## src/design/circular_ready_queue_with_remove_macros.svh

```systemverilog
// Assertion macros for the circular ready queue.
// Included by the top level; depends on nothing else.
`ifndef CIRCULAR_READY_QUEUE_WITH_REMOVE_MACROS_SVH
`define CIRCULAR_READY_QUEUE_WITH_REMOVE_MACROS_SVH

// Same-cycle implication, disabled while reset is asserted.
`define CRQ_ASSERT_IMP(label, clk, rst_n, ante, cons) \
	label: assert property (@(posedge clk) disable iff (!rst_n) (ante) |-> (cons)) \
		else $error("circular ready queue check failed");

// Next-cycle implication, disabled while reset is asserted.
`define CRQ_ASSERT_NEXT(label, clk, rst_n, ante, cons) \
	label: assert property (@(posedge clk) disable iff (!rst_n) (ante) |=> (cons)) \
		else $error("circular ready queue check failed");

`endif

```

## src/design/crq_pkg.sv

```systemverilog
// Shared types and constants of the circular ready queue.
// Used by the controller and the top level; depends on nothing.
`timescale 1ns / 1ps
`default_nettype none

package crq_pkg;

	localparam int FUNC_W  = 2;
	localparam int PID_W   = 8;
	localparam int COUNT_W = 4;

	typedef enum logic [FUNC_W-1:0] {
		FUNC_PUSH   = 2'd0,
		FUNC_POP    = 2'd1,
		FUNC_REMOVE = 2'd2,
		FUNC_CLEAR  = 2'd3
	} func_t;

	typedef enum logic [1:0] {
		STAT_OK        = 2'd0,
		STAT_POP_EMPTY = 2'd1,
		STAT_PUSH_FULL = 2'd2,
		STAT_NOT_FOUND = 2'd3
	} status_t;

	typedef enum logic [2:0] {
		ST_IDLE,
		ST_POP,
		ST_SCAN,
		ST_SHIFT,
		ST_DONE
	} state_t;

	typedef struct packed {
		logic [PID_W-1:0]   popped_id;
		status_t            status;
		logic [COUNT_W-1:0] entry_count;
		logic               is_empty;
		logic               is_full;
	} result_t;

endpackage

`default_nettype wire

```

## src/design/circular_ready_queue_with_remove.sv

```systemverilog
// Top level of the circular ready queue with remove by id.
// Depends on crq_pkg, crq_slot_ram, crq_ctrl and the assertion macro header.
//
//   channel  valid      stall      word
//   request  req_valid  req_stall  func, process_id
//   result   rsp_valid  rsp_stall  popped_id, status, entry_count, is_empty, is_full
//
// A request is taken only while the sequencer is idle, one at a time.
// Push and clear go straight to the result, pop first reads the head slot, and
// remove scans the entries in order and then shifts every later slot down by one.
// The remove time is set by the single read port of the slot memory.
// Reset clears head and tail; slot contents are undefined until written.
// The result register lets the sequencer take the next request while a result
// is stalled; the sequencer waits only if a second result is ready first.
`timescale 1ns / 1ps
`default_nettype none

`include "circular_ready_queue_with_remove_macros.svh"

module circular_ready_queue_with_remove #(
	parameter int QUEUE_SLOTS = 16,
	parameter int ID_BITS     = 8
) (
	input  wire logic                         clk,
	input  wire logic                         arst_n,
	input  wire logic                         req_valid,
	output logic                              req_stall,
	input  wire logic [crq_pkg::FUNC_W-1:0]   func,
	input  wire logic [crq_pkg::PID_W-1:0]    process_id,
	output logic                              rsp_valid,
	input  wire logic                         rsp_stall,
	output logic [crq_pkg::PID_W-1:0]         popped_id,
	output logic [1:0]                        status,
	output logic [crq_pkg::COUNT_W-1:0]       entry_count,
	output logic                              is_empty,
	output logic                              is_full
);

	localparam int IDX_W = $clog2(QUEUE_SLOTS);

	logic               res_valid, res_take;
	crq_pkg::result_t   res, rsp_q;
	logic               rsp_valid_q;
	logic               mem_we;
	logic [IDX_W-1:0]   mem_waddr, mem_raddr;
	logic [ID_BITS-1:0] mem_wdata, mem_rdata;

	crq_slot_ram #(
		.DEPTH  (QUEUE_SLOTS),
		.WIDTH  (ID_BITS),
		.ADDR_W (IDX_W)
	) u_ram (
		.clk   (clk),
		.we    (mem_we),
		.waddr (mem_waddr),
		.wdata (mem_wdata),
		.raddr (mem_raddr),
		.rdata (mem_rdata)
	);

	crq_ctrl #(
		.QUEUE_SLOTS (QUEUE_SLOTS),
		.ID_BITS     (ID_BITS)
	) u_ctrl (
		.clk        (clk),
		.arst_n     (arst_n),
		.req_valid  (req_valid),
		.req_stall  (req_stall),
		.func       (func),
		.process_id (process_id),
		.res_valid  (res_valid),
		.res_take   (res_take),
		.res        (res),
		.mem_we     (mem_we),
		.mem_waddr  (mem_waddr),
		.mem_wdata  (mem_wdata),
		.mem_raddr  (mem_raddr),
		.mem_rdata  (mem_rdata)
	);

	assign res_take = res_valid && (!rsp_valid_q || !rsp_stall);

	always_ff @(posedge clk or negedge arst_n) begin
		if (!arst_n) begin
			rsp_valid_q <= 1'b0;
		end else if (res_take) begin
			rsp_valid_q <= 1'b1;
		end else if (!rsp_stall) begin
			rsp_valid_q <= 1'b0;
		end
	end

	always_ff @(posedge clk) begin
		if (res_take) begin
			rsp_q <= res;
		end
	end

	assign rsp_valid   = rsp_valid_q;
	assign popped_id   = rsp_q.popped_id;
	assign status      = rsp_q.status;
	assign entry_count = rsp_q.entry_count;
	assign is_empty    = rsp_q.is_empty;
	assign is_full     = rsp_q.is_full;

	`CRQ_ASSERT_NEXT(a_one_at_a_time, clk, arst_n, req_valid && !req_stall, req_stall)
	`CRQ_ASSERT_IMP(a_pop_empty, clk, arst_n, rsp_valid && status == crq_pkg::STAT_POP_EMPTY, is_empty && popped_id == '0)
	`CRQ_ASSERT_IMP(a_push_full, clk, arst_n, rsp_valid && status == crq_pkg::STAT_PUSH_FULL, is_full)
	`CRQ_ASSERT_IMP(a_flags_apart, clk, arst_n, rsp_valid, !(is_empty && is_full))

endmodule

`default_nettype wire

```

## src/design/crq_slot_ram.sv

```systemverilog
// Slot memory of the circular ready queue: one write port, one read port,
// registered read data. Depends on nothing.
`timescale 1ns / 1ps
`default_nettype none

module crq_slot_ram #(
	parameter int DEPTH  = 16,
	parameter int WIDTH  = 8,
	parameter int ADDR_W = 4
) (
	input  wire logic              clk,
	input  wire logic              we,
	input  wire logic [ADDR_W-1:0] waddr,
	input  wire logic [WIDTH-1:0]  wdata,
	input  wire logic [ADDR_W-1:0] raddr,
	output logic      [WIDTH-1:0]  rdata
);

	logic [WIDTH-1:0] mem_q [DEPTH];

	always_ff @(posedge clk) begin
		if (we) begin
			mem_q[waddr] <= wdata;
		end
	end

	always_ff @(posedge clk) begin
		rdata <= mem_q[raddr];
	end

endmodule

`default_nettype wire

```

## src/design/crq_ctrl.sv

```systemverilog
// Sequencer of the circular ready queue: head and tail indices, request
// decoding, the remove scan and shift over the slot memory. Uses crq_pkg.
`timescale 1ns / 1ps
`default_nettype none

module crq_ctrl #(
	parameter int QUEUE_SLOTS = 16,
	parameter int ID_BITS     = 8
) (
	input  wire logic                               clk,
	input  wire logic                               arst_n,
	input  wire logic                               req_valid,
	output logic                                    req_stall,
	input  wire logic [crq_pkg::FUNC_W-1:0]         func,
	input  wire logic [crq_pkg::PID_W-1:0]          process_id,
	output logic                                    res_valid,
	input  wire logic                               res_take,
	output crq_pkg::result_t                        res,
	output logic                                    mem_we,
	output logic [$clog2(QUEUE_SLOTS)-1:0]          mem_waddr,
	output logic [ID_BITS-1:0]                      mem_wdata,
	output logic [$clog2(QUEUE_SLOTS)-1:0]          mem_raddr,
	input  wire logic [ID_BITS-1:0]                 mem_rdata
);

	localparam int IDX_W = $clog2(QUEUE_SLOTS);
	localparam int CNT_W = IDX_W + 1;

	function automatic logic [IDX_W-1:0] step_fwd(input logic [IDX_W-1:0] i);
		return (i == IDX_W'(QUEUE_SLOTS - 1)) ? '0 : i + IDX_W'(1);
	endfunction

	function automatic logic [IDX_W-1:0] step_back(input logic [IDX_W-1:0] i);
		return (i == '0) ? IDX_W'(QUEUE_SLOTS - 1) : i - IDX_W'(1);
	endfunction

	crq_pkg::state_t          state_q, state_d;
	logic [IDX_W-1:0]         head_q, tail_q, ptr_q;
	logic [ID_BITS-1:0]       id_q;
	logic [crq_pkg::PID_W-1:0] popped_q;
	crq_pkg::status_t         status_q;

	crq_pkg::func_t           req_func;
	logic                     accept;
	logic                     ring_empty, ring_full;
	logic                     match, last;
	logic [IDX_W-1:0]         ptr_nxt;
	logic [CNT_W-1:0]         diff, count;

	assign req_func   = crq_pkg::func_t'(func);
	assign accept     = req_valid && (state_q == crq_pkg::ST_IDLE);
	assign ring_empty = (head_q == tail_q);
	assign ring_full  = (step_fwd(tail_q) == head_q);
	assign match      = (mem_rdata == id_q);
	assign ptr_nxt    = step_fwd(ptr_q);
	assign last       = (ptr_nxt == tail_q);

	assign diff  = {1'b0, tail_q} - {1'b0, head_q};
	assign count = diff[CNT_W-1] ? diff + CNT_W'(QUEUE_SLOTS) : diff;

	always_comb begin
		state_d = state_q;
		unique case (state_q)
			crq_pkg::ST_IDLE: begin
				if (req_valid) begin
					unique case (req_func)
						crq_pkg::FUNC_POP:
							state_d = ring_empty ? crq_pkg::ST_DONE : crq_pkg::ST_POP;
						crq_pkg::FUNC_REMOVE:
							state_d = ring_empty ? crq_pkg::ST_DONE : crq_pkg::ST_SCAN;
						default:
							state_d = crq_pkg::ST_DONE;
					endcase
				end
			end
			crq_pkg::ST_POP: begin
				state_d = crq_pkg::ST_DONE;
			end
			crq_pkg::ST_SCAN: begin
				if (match) begin
					state_d = crq_pkg::ST_SHIFT;
				end else if (last) begin
					state_d = crq_pkg::ST_DONE;
				end
			end
			crq_pkg::ST_SHIFT: begin
				if (last) begin
					state_d = crq_pkg::ST_DONE;
				end
			end
			crq_pkg::ST_DONE: begin
				if (res_take) begin
					state_d = crq_pkg::ST_IDLE;
				end
			end
			default: begin
				state_d = crq_pkg::ST_IDLE;
			end
		endcase
	end

	// Shift writes trail the read address by two slots and a shift is shorter
	// than the ring, so a read never meets a pending write to the same slot.
	always_comb begin
		req_stall = (state_q != crq_pkg::ST_IDLE);
		res_valid = (state_q == crq_pkg::ST_DONE);
		mem_we    = 1'b0;
		mem_waddr = tail_q;
		mem_wdata = ID_BITS'(process_id);
		mem_raddr = head_q;
		unique case (state_q)
			crq_pkg::ST_IDLE: begin
				mem_we = req_valid && (req_func == crq_pkg::FUNC_PUSH) && !ring_full;
			end
			crq_pkg::ST_SCAN: begin
				mem_raddr = ptr_nxt;
			end
			crq_pkg::ST_SHIFT: begin
				mem_we    = 1'b1;
				mem_waddr = ptr_q;
				mem_wdata = mem_rdata;
				mem_raddr = step_fwd(ptr_nxt);
			end
			default: begin
			end
		endcase
		res.popped_id   = popped_q;
		res.status      = status_q;
		res.entry_count = crq_pkg::COUNT_W'(count);
		res.is_empty    = ring_empty;
		res.is_full     = ring_full;
	end

	always_ff @(posedge clk or negedge arst_n) begin
		if (!arst_n) begin
			state_q <= crq_pkg::ST_IDLE;
			head_q  <= '0;
			tail_q  <= '0;
		end else begin
			state_q <= state_d;
			if (accept) begin
				case (req_func)
					crq_pkg::FUNC_PUSH: begin
						if (!ring_full) begin
							tail_q <= step_fwd(tail_q);
						end
					end
					crq_pkg::FUNC_CLEAR: begin
						head_q <= '0;
						tail_q <= '0;
					end
					default: begin
					end
				endcase
			end else if (state_q == crq_pkg::ST_POP) begin
				head_q <= step_fwd(head_q);
			end else if (state_q == crq_pkg::ST_SHIFT && last) begin
				tail_q <= step_back(tail_q);
			end
		end
	end

	always_ff @(posedge clk) begin
		if (accept) begin
			id_q     <= ID_BITS'(process_id);
			ptr_q    <= head_q;
			popped_q <= '0;
			status_q <= crq_pkg::STAT_OK;
			case (req_func)
				crq_pkg::FUNC_PUSH: begin
					if (ring_full) begin
						status_q <= crq_pkg::STAT_PUSH_FULL;
					end
				end
				crq_pkg::FUNC_POP: begin
					if (ring_empty) begin
						status_q <= crq_pkg::STAT_POP_EMPTY;
					end
				end
				crq_pkg::FUNC_REMOVE: begin
					if (ring_empty) begin
						status_q <= crq_pkg::STAT_NOT_FOUND;
					end
				end
				default: begin
				end
			endcase
		end else if (state_q == crq_pkg::ST_POP) begin
			popped_q <= crq_pkg::PID_W'(mem_rdata);
		end else if (state_q == crq_pkg::ST_SCAN && !match) begin
			if (last) begin
				status_q <= crq_pkg::STAT_NOT_FOUND;
			end else begin
				ptr_q <= ptr_nxt;
			end
		end else if (state_q == crq_pkg::ST_SHIFT && !last) begin
			ptr_q <= ptr_nxt;
		end
	end

endmodule

`default_nettype wire
```

## config.mk

```make
export PLATFORM = sky130hd
export DESIGN_NAME = circular_ready_queue_with_remove
export DESIGN_NICKNAME = d
export VERILOG_FILES = /design/src/design/crq_pkg.sv /design/src/design/circular_ready_queue_with_remove.sv /design/src/design/crq_slot_ram.sv /design/src/design/crq_ctrl.sv
export VERILOG_INCLUDE_DIRS = /design/src /design/src/design
export SDC_FILE = /design/constraint.sdc
export NUM_CORES = 1
export LEC_CHECK = 0
export BUFFER_PORTS_ARGS = -buffer_cell sky130_fd_sc_hd__buf_2
export CORE_ASPECT_RATIO = 2
export CORE_MARGIN = 2
export CORE_UTILIZATION = 50
export DETAILED_ROUTE_END_ITERATION = 6
export GPL_ROUTABILITY_DRIVEN = 0
export MAX_ROUTING_LAYER = met4
export PLACE_DENSITY = 0.67
export SETUP_SLACK_MARGIN = 0.15
export SYNTH_ARGS = -nofsm -noshare
export SYNTH_HDL_FRONTEND = slang
export SYNTH_SLANG_ARGS = --single-unit
```

## constraint.sdc

```tcl
create_clock -name clk -period 7.3 [get_ports clk]
set_input_delay 0.365 -clock clk [delete_from_list [all_inputs] [get_ports clk]]
set_output_delay 0.365 -clock clk [all_outputs]
set_load 0.01 [all_outputs]
```

==> results of run 1 <==
power breakdown:
part | internal [W] | switching (W)
combinational | 0.000463 | 0.000635
sequential | 0.00133 | 0.000148
clock | 0.000516 | 0.000405
total | 0.00231 | 0.00119
area by class of cell:
type	count	area, sq um
fillers	1275	7090
flip-flops and latches	186	5370
multi-input cells	327	2550
clock buffers	19	433
well taps	204	255
repair buffers	36	195
clock inverters	13	156
inverters	16	60.1
per-layer routing:
layer	track usage [%]	vias up	wire (microns)
li1	-	2220	-
met1	30.8	2434	7560
met4	6.55	0	286
met3	3.52	27	949
met5	-	-	0
met2	36.6	207	9430
path summary, 6_finish.rpt:
check	from	endpoint	cells after the start
worst max-delay path	u_ctrl.state_q[2]$_DFFE_PN0P_	u_ram.mem_q[8][5]$_DFFE_PP_	5
worst min-delay path	process_id[6]	u_ctrl.id_q[6]$_DFFE_PP_	1
worst max register to register	u_ctrl.state_q[2]$_DFFE_PN0P_	u_ram.mem_q[8][5]$_DFFE_PP_	5
worst min register to register	u_ctrl.status_q[0]$_SDFFCE_PN1P_	status[0]$_DFFE_PP_	0
max in group asynchronous	arst_n	u_ctrl.state_q[1]$_DFFE_PN0P_	2
min in group asynchronous	arst_n	u_ctrl.state_q[2]$_DFFE_PN0P_	2
flip-flops by register name, indices dropped and copies added, names as in the netlist, 2 cells and up:
register,count
u_ram.mem_q,128
popped_id,8
u_ctrl.id_q,8
u_ctrl.popped_q,8
u_ram.rdata,8
entry_count,4
u_ctrl.head_q,4
u_ctrl.ptr_q,4
u_ctrl.tail_q,4
u_ctrl.state_q,3
status,2
u_ctrl.status_q,2
through the flow:
stage	util (%)	hold slack, ns
after floorplan	-	0.0694
after global placement	52.3	0.285
after detailed placement	52.3	0.285
after CTS	56.0	0.124
after global routing	56.0	0.123
final	56.0	0.133
cells in the final DEF (no fill, tap or decap), types with 2 or more instances in the layout:
| master | count |
|---|---|
| edfxtp_1 | 158 |
| nand2_1 | 61 |
| nand3_1 | 43 |
| buf_2 | 31 |
| mux4_1 | 28 |
| a21oi_1 | 27 |
| nor3_1 | 25 |
| nor2_1 | 21 |
| xnor2_1 | 18 |
| clkbuf_16 | 17 |
| inv_1 | 16 |
| dfxtp_1 | 16 |
| o21ai_0 | 13 |
| ha_1 | 13 |
| dfrtp_1 | 12 |
| nand4_1 | 11 |
| a31oi_1 | 9 |
| and3_1 | 5 |
| o21a_1 | 5 |
| mux4_2 | 4 |
| a211o_1 | 4 |
| o211ai_1 | 4 |
| inv_8 | 4 |
| buf_4 | 4 |
| xor2_1 | 3 |
| nand2b_1 | 3 |
| or3_1 | 3 |
| inv_6 | 3 |
| nand3b_1 | 2 |
| a21o_1 | 2 |
| mux2_2 | 2 |
| or2_2 | 2 |
| nor4_1 | 2 |
| bufinv_16 | 2 |
| clkbuf_1 | 2 |
logic make-up (layout without fill, tap and decap cells):
kind of cell / count (synthesis) / after routing / synth area share (%)
compound gates: 75 / 75 / 5.65
buf+inv: 47 / 84 / 2.92
flops: 186 / 186 / 65.8
xor+xnor: 21 / 21 / 2.26
fa+ha+maj: 14 / 14 / 2.24
mux: 35 / 35 / 10.5
simple gates: 182 / 182 / 10.5
worst reg2reg max path, cell delays in order, from the launching register on:
cell	delay (ns)
dfrtp_1	0.48
nand2b_1	0.33
nor2_1	0.84
and3_1	0.28
a31oi_1	0.11
nor3_1	1.13
==> results.md, run 1 <==
- DRT antenna net count: 0
- Pleak: 3.22 nW
- Seq/Total Area, Yosys: 65.8%
- Status: completed
- Top_reg_cell synth: edfxtp_1
- VDD IR max: 192 uV
- Critical Path Source Type: flip-flop
- Gr usage total: 22.9%
- Worst slack, placed: approximately 3.8 ns
- Grt total ovfl: 0
- Ant. Diodes: 0
- Post-Syn Area: 8150 sq um
- Post-CTS setup buffer count: 0
- EDFF count, synth: approximately 160
- PD cells: 388 nW/um^2
- CP Data Arrival Time: 3.59 ns
- Vias in the first global route: 4658
- Hold buffers post-CTS: 1
- Unique masters post-synth: 50
- Row count: 66
- Setup crit end kind: flip-flop
- Syn_nets: 588
- Commonest cells in the netlist: edfxtp_1, nand2_1, nand3_1
- # port buffers: 31
- Area grow syn2layout: 10.6%
- Worst slew margin: 11.5%
- Worst setup margin: 3.74 ns
- Die width: roughly 94 microns
- Clk Tree Root Cell: clkbuf_16
- Global-route wire length before repair: around 28000 microns
- Synth area leader: edfxtp_1
- Initial Util: 50.6%
- Io pins: 32
- HP Class: primary input to flip-flop
- Die Y: 185 microns
- Final setup vio count: 0
- Max-Cap Viols: 0
- Dominant cells by area after synthesis: edfxtp_1, mux4_1, dfxtp_1
- Non-Filler Instances: 801
- Vias: about 5000
- Post-Route WL: between 15000 and 20000 microns
- DR vias/cell: 6.10
- Total power: 0.00349 W
- Layout Skew: 0.0118 ns
- Period minus WS final: 3.56 ns
- Die area: 17400 sq um
- RSZ-0062 raised after global routing: no
- Cell count after synthesis: 560
- H-tree Lvls: 4
- CP max FO: 14
- Cell chain of the critical path: nand2b_1, nor2_1, and3_1, a31oi_1, nor3_1
- DR DRC count: 0
- WP data required: 7.33 ns
- Worst path max stage delay: roughly 1.1 ns
- Layout cells sized above 1: roughly an eighth
- Max-slew violations: 0
- Total CTS buffers: 17
- Yosys warns: 0
- Clock-pin slew on the worst setup and hold paths: 0.07 ns
- Design area: 9010 sq um
- # resized after CTS: 0
- Post-DP HPWL: between 10000 and 15000 microns
- Clk buf depth: 2
- DRT Pass-1 Iters: 5
- Setup CP Type: flip-flop to flip-flop
- Synth top area share: between 50% and 60%
- Initial antenna violation count: 0
- Post-route clock period utilization: approximately half
- Placed cells: 768
- CTS tree: done
- Hold Vio Cnt, Final: 0
- Initial DRC Count: 591
- CTS Sinks: 186
- Final net count: 612
- Syn Area/Cell: ~15 sq um
- FF+latch count, synth: 186
- Slowest cell on crit path: nor3_1
- Area after DPL: around 8400 sq um
- Post-synthesis async set-or-reset flop share: 6.45%
- Actual slew at the worst max-slew pin: about 1.3 ns
- Placeable Area: 16100 sq um
- Worst-Skew Late Latency: around 0.43 ns
- Achievable Freq: 281 MHz
- Count leader, synth: edfxtp_1
- R2R Setup Slk: between 3 and 4 ns
- CP delay by family, top: simple AND/OR/NAND/NOR gates
- Largest net degree at the start of global routing: 33
- CP Buf/Inv Count: 0
- DR WL/cell: 22.7 microns
- Total negative slack: 0 ns
(Power assumes the default switching activity.)
==> run 2: changes to the inputs <==
==> constraint.sdc (replaced) <==
create_clock -name clk -period 3.51 [get_ports clk]
set_input_delay 0.1755 -clock clk [delete_from_list [all_inputs] [get_ports clk]]
set_output_delay 0.1755 -clock clk [all_outputs]
set_load 0.01 [all_outputs]
==> run 2 against run 1 <==
  * Combinational power rose by 110%
  * Sequential cell count is the same
  * Critical path depth increased by 3
  * Maximum frequency increased by 26%
  * Critical endpoint is now u_ram.rdata[4]$_DFF_P_
  * Largest power group unchanged
  * Highest routed layer unchanged
==> results.md, run 2 (same netlist as run 1, synthesis figures left out) <==
- Gr usage total: 21.9%
- Most frequent cells in the layout: edfxtp_1, nand2_1, nand3_1
- Setup crit end kind: flip-flop
- Achievable Freq: ~350 MHz
- Placed cells: 790
- Final setup vio count: 0
- DR vias/cell: 5.93
- Pleak: 3.40 nW
- Initial Util: 50.6%
- DRT Pass-1 Iters: 5
- Hold Vio Cnt, Final: 0
- Post-DP HPWL: 11400 microns
- Clk buf depth: 2
- Die Y: ~180 microns
- Core Util, Final: about three fifths
- # port buffers: 31
- Non-Filler Instances: 832
- Max-Cap Viols: 0
- VDD IR max: 431 uV
- Worst-Skew Late Latency: 0.44 ns
- Max-slew violations: 0
- Critical Path Source Type: flip-flop
- WP data required: 3.81 ns
- Grt total ovfl: 0
- PD cells: 799 nW/um^2
- Post-CTS setup buffer count: 0
- Multi-input logic area: 2550 sq um
- FF/Latch Area: 5370 sq um
- CP max FO: 32
- Final net count: 643
- Row count: 66
- Max FFs per register: 128
- Commonest non-fill, non-tap cell in the layout: edfxtp_1
- Status: completed
- Layout Skew: 0.00777 ns
- Layout cells sized above 1: 16.2%
- Post-route clock period utilization: 80.3%
- Die area: about 17000 sq um
- DR DRC count: 0
- Most flops, register: u_ram.mem_q
- Die width: about 94 microns
- CP Data Arrival Time: 3.11 ns
- Initial antenna violation count: 0
- H-tree Lvls: 4
- Io pins: 32
- DR WL/cell: 20.6 microns
- DRT antenna net count: 0
- Total negative slack: 0 ns
- Clk Tree Root Cell: clkbuf_16
- CTS Sinks: between 150 and 200
- HP Class: primary input to flip-flop
- Ant. Diodes: 0
- Placeable Area: 16100 sq um
- Fill cells: about 1300
- Period minus WS final: between 2 and 3 ns
- Largest net degree at the start of global routing: 33
- Vias in the first global route: 4942
- Setup CP Type: flip-flop to flip-flop
- CTS tree: done
- Global-route wire length before repair: roughly 27000 microns
- Post-Route WL: between 15000 and 20000 microns
- Vias: 4935
- Total CTS buffers: 17
- Worst slew margin: 54.8%
- Area grow syn2layout: 14.7%
- Clock-pin slew on the worst setup and hold paths: 0.08 ns
- RSZ-0062 raised after global routing: no
- Initial DRC Count: ~370
- Actual slew at the worst max-slew pin: 0.676 ns
-- run 2: cell count changes in the layout (fill, tap and decap cells not counted) --
cell and change:
clkinv_8 +4, buf_4 +21, inv_12 +5, clkinv_4 -1, buf_12 +1, inv_6 -2, clkinv_2 -1, clkbuf_1 -2
dlygate4sd3_1 +9, bufinv_16 -1, clkinv_1 -1, inv_8 -1
-- run 2: per-layer routing --
metal,track usage [%],routed length (microns),up-vias
li1,-,-,2278
met1,28.7,7180,2464
met2,34.9,8860,173
met3,4.01,877,20
met4,6.72,235,0
met5,-,0,-
-- run 2: worst max-delay path: stages (launching register included) --
cell and delay (ns):
edfxtp_1 0.51, inv_1 0.17, ha_1 0.44, a311o_1 0.15
o221a_2 0.21, buf_12 0.25, mux4_1 0.65, nand3_1 0.11
nand4_1 0.14
-- run 2: stage by stage --
step / hold WS, ns / cell area [sq um] / setup WS [ns] / total power [W]
2_1_floorplan: -0.120 / 8150 / 0.733 / 0.00484
3_3_place_gp: 0.0849 / 8590 / 0.780 / 0.00539
3_5_place_dp: 0.0831 / 8590 / 0.722 / 0.00542
4_1_cts: 0.0973 / 9340 / 0.686 / 0.00748
5_1_grt: 0.119 / 9340 / 0.538 / 0.00784
6_report: 0.119 / 9340 / 0.692 / 0.00746
-- run 2: path summary, 6_finish.rpt --
path / startpoint / end / slack (ns) / cells past startpoint
max: u_ctrl.ptr_q[0]$_DFFE_PP_ / u_ram.rdata[4]$_DFF_P_ / 0.69 / 8
min: req_valid / u_ctrl.state_q[0]$_DFFE_PN0P_ / 0.12 / 3
max reg2reg: u_ctrl.ptr_q[0]$_DFFE_PP_ / u_ram.rdata[4]$_DFF_P_ / 0.69 / 8
min reg2reg: u_ctrl.status_q[0]$_SDFFCE_PN1P_ / status[0]$_DFFE_PP_ / 0.43 / 0
max in group asynchronous: arst_n / u_ctrl.state_q[0]$_DFFE_PN0P_ / 3.12 / 2
min in group asynchronous: arst_n / u_ctrl.head_q[1]$_DFFE_PN0P_ / 0.16 / 2
-- run 2: area by class of cell --
type | instances | share of cell area [%]
flip-flops and latches | 186 | 57.4
well taps | 204 | 2.73
repair buffers | 67 | 4.95
multi-input cells | 327 | 27.3
inverters | 16 | 0.643
clock buffers | 17 | 4.55
clock inverters | 15 | 2.42
-- run 2: repair_timing --
item                      CTS  global route
hold buffers               10             0
resized for setup           0             0
hold endpoints to repair   21             0
-- run 2: report_power, final --
part | internal (W) | switching (W) | leakage (nW)
registers | 0.00276 | 0.000296 | 1.72
logic | 0.00103 | 0.00133 | 1.37
clock network | 0.00106 | 0.000986 | 0.310
total | 0.00485 | 0.00261 | 3.40
==> run 3: changes to the inputs <==
--- a/config.mk
+++ b/config.mk
@@ -6,6 +6,7 @@
 export SDC_FILE = /design/constraint.sdc
 export NUM_CORES = 1
 export LEC_CHECK = 0
+export ABC_AREA = 1
 export BUFFER_PORTS_ARGS = -buffer_cell sky130_fd_sc_hd__buf_2
 export CORE_ASPECT_RATIO = 2
 export CORE_MARGIN = 2
==> constraint.sdc (replaced) <==
create_clock -name clk -period 2.8 [get_ports clk]
set_input_delay 0.14 -clock clk [delete_from_list [all_inputs] [get_ports clk]]
set_output_delay 0.14 -clock clk [all_outputs]
set_load 0.01 [all_outputs]
==> run 3 against run 2 <==
  * Cell area up 6.4%
  * Worst setup slack worse by 0.33 ns
  * Clock-buffer cell count up 6
  * Clock power up 10%
  * Critical path depth up 1
  * Cell count up 37%
  * Sequential cell count unchanged
  * Global-route usage up 4.4 points
  * Synthesized area up 6.8%
  * Highest routed layer unchanged
==> results.md, run 3 <==
- Status: completed
- Max-Cap Viols: 0
- Actual slew at the worst max-slew pin: 0.534 ns
- Post-DP HPWL: 16200 microns
- Die area: 18500 sq um
- RSZ-0062 raised after global routing: no
- DR vias/cell: roughly 5.5
- DR DRC count: 0
- Setup CP Type: flip-flop to flip-flop
- Layout cells sized above 1: 12.8%
- Seq/Total Area, Yosys: 61.6%
- Cell count after synthesis: approximately 850
- Commonest cells in the netlist: nand2_1, edfxtp_1, nand3_1
- Initial DRC Count: 535
- Total CTS buffers: 17
- Clock-pin slew on the worst setup and hold paths: 0.07 ns
- Vias in the first global route: approximately 6300
- Syn Area/Cell: 10.2 sq um
- # port buffers: 31
- Initial antenna violation count: 0
- Period minus WS final: about 2.4 ns
- FF+latch count, synth: 186
- Post-Syn Area: 8700 sq um
- Hold Vio Cnt, Final: 0
- Pleak: 4.16 nW
- Worst path max stage delay: 0.46 ns
- Commonest non-fill, non-tap cell in the layout: nand2_1
- Grt total ovfl: 0
- Synth area leader: edfxtp_1
- Top_reg_cell synth: edfxtp_1
- Largest net degree at the start of global routing: 65
- Row count: 68
- Layout Skew: 0.0113 ns
- Setup crit end kind: flip-flop
- Global-route wire length before repair: 35100 microns
- Fill cells: 1469
- Die width: 97.3 microns
- WP data required: ~3.1 ns
- VDD IR max: about 640 uV
- CTS Sinks: ~190
- Post-synthesis async set-or-reset flop share: 6.45%
- CTS tree: done
- Worst-Skew Late Latency: 0.44 ns
- EDFF count, synth: 158
- Final net count: 944
- Io pins: 32
- DR WL/cell: 20.0 microns
- Initial Util: 50.6%
- Vias: 6248
- Total negative slack: 0 ns
- Slowest cell on crit path: dfrtp_1
- Most flops, register: u_ram.mem_q
- Final setup vio count: 0
- HP Class: primary input to async pin
- Gr usage total: 26.3%
- Max-slew violations: 0
- Dominant cells by area after synthesis: edfxtp_1, nand3_1, nand2_1
- Die Y: 191 microns
- Post-route clock period utilization: between 80% and 90%
- Cell chain of the critical path: nor2_4, nand2_1, buf_4, nor2_1, nor3_4, inv_2, nand3_1, nand3_1, nand2_1
- R2R Setup Slk: between 0.3 and 0.4 ns
- Design area: 9940 sq um
- Synth top area share: a little over half
- DRT antenna net count: 0
- Critical Path Source Type: flip-flop
- Syn_nets: about 880
- Area after DPL: just over 9000 sq um
- Max FFs per register: 128
- Unique masters post-synth: 35
- Yosys warns: 0
- Area grow syn2layout: 14.2%
- Total power: ~0.011 W
- Count leader, synth: nand2_1
- Ant. Diodes: 0
- H-tree Lvls: 4
- Worst slew margin: ~64%
- Placeable Area: about 17000 sq um
- Most frequent cells in the layout: nand2_1, edfxtp_1, nand3_1
- CP Data Arrival Time: 2.76 ns
- Clk Tree Root Cell: clkbuf_16
- Post-Route WL: 22800 microns
- PD cells: 1100 nW/um^2
- Clk buf depth: 2
- DRT Pass-1 Iters: 5
- CP max FO: 16
- Achievable Freq: a little over 400 MHz
## run 3: changes by cell type in the layout (fill, tap and decap cells not counted), sizes merged, moves of 7 or more
cell    change
nand2     +116
nand3      +88
inv        +85
nand3b     +63
mux4       -32
nor2       +29
nor3       -23
o21ai      +23
a21oi      -18
buf        +15
xnor2      -15
xor2        +8
a31oi       -7
## run 3: critical path: cells and delay by family (launching register included)
family        cells  cell delay [ns]
buf+inv           2             0.55
flops             1             0.46
simple gates      7             1.30
## run 3: layer usage
layer / part of all wire [%] / up-vias / global-route usage (%)
li1: - / 3012 / -
met1: 32 / 2942 / 23.7
met2: 57 / 209 / 49.3
met3: 3.2 / 85 / 3.78
met4: 7.3 / 0 / 18.8
met5: 0 / - / -
## run 3: stage by stage
step	hold slack (ns)	std cells	utilization (%)	setup WS [ns]
3_3_place_gp	0.0416	1095	54.0	0.213
3_5_place_dp	0.0456	1095	54.0	0.218
2_1_floorplan	-0.156	851	-	0.585
6_report	0.116	1139	57.8	0.360
4_1_cts	0.112	1137	57.7	0.195
5_1_grt	0.133	1139	57.8	0.196
## run 3: path summary, 6_finish.rpt
path / cells past startpoint / from / end
max: 9 / u_ctrl.state_q[2]$_DFFE_PN0P_ / u_ram.rdata[7]$_DFF_P_
min: 2 / arst_n / u_ctrl.tail_q[0]$_DFFE_PN0P_
max reg2reg: 9 / u_ctrl.state_q[2]$_DFFE_PN0P_ / u_ram.rdata[7]$_DFF_P_
min reg2reg: 0 / u_ctrl.status_q[1]$_SDFFCE_PN1P_ / status[1]$_DFFE_PP_
max in group asynchronous: 2 / arst_n / u_ctrl.tail_q[3]$_DFFE_PN0P_
min in group clk: 3 / req_valid / u_ctrl.state_q[1]$_DFFE_PN0P_
## run 3: layout make-up
class / count / area, sq um / share of cell area, %
flip-flops and latches: 186 / 5370 / 54.0
multi-input cells: 520 / 2750 / 27.7
repair buffers: 82 / 601 / 6.04
clock buffers: 23 / 458 / 4.61
inverters: 109 / 409 / 4.12
well taps: 210 / 263 / 2.64
clock inverters: 9 / 92.6 / 0.932
## run 3: cell families (layout without fill, tap and decap cells)
logic type,count (synthesis),after routing,synth area share [%]
AO/OA/AOI/OAI,53,53,3.35
flip-flops,186,186,61.6
adder cells (fa/ha/maj),14,14,2.10
AND/OR/NAND/NOR,439,439,24.5
XOR/XNOR,14,14,1.41
buffers and inverters,145,223,7.00
## run 3: timing repair
item                       in CTS  in global routing
hold endpoints to repair       21                  0
setup endpoints to repair       0                 75
gates resized for setup         0                  2
hold buffers                   10                  0
setup buffers                   0                  2
## run 3: where the power goes
part	internal, W	switching, W	total [W]
sequential	0.00350	0.000330	0.00383
clock	0.00125	0.00101	0.00226
combinational	0.00154	0.00329	0.00483
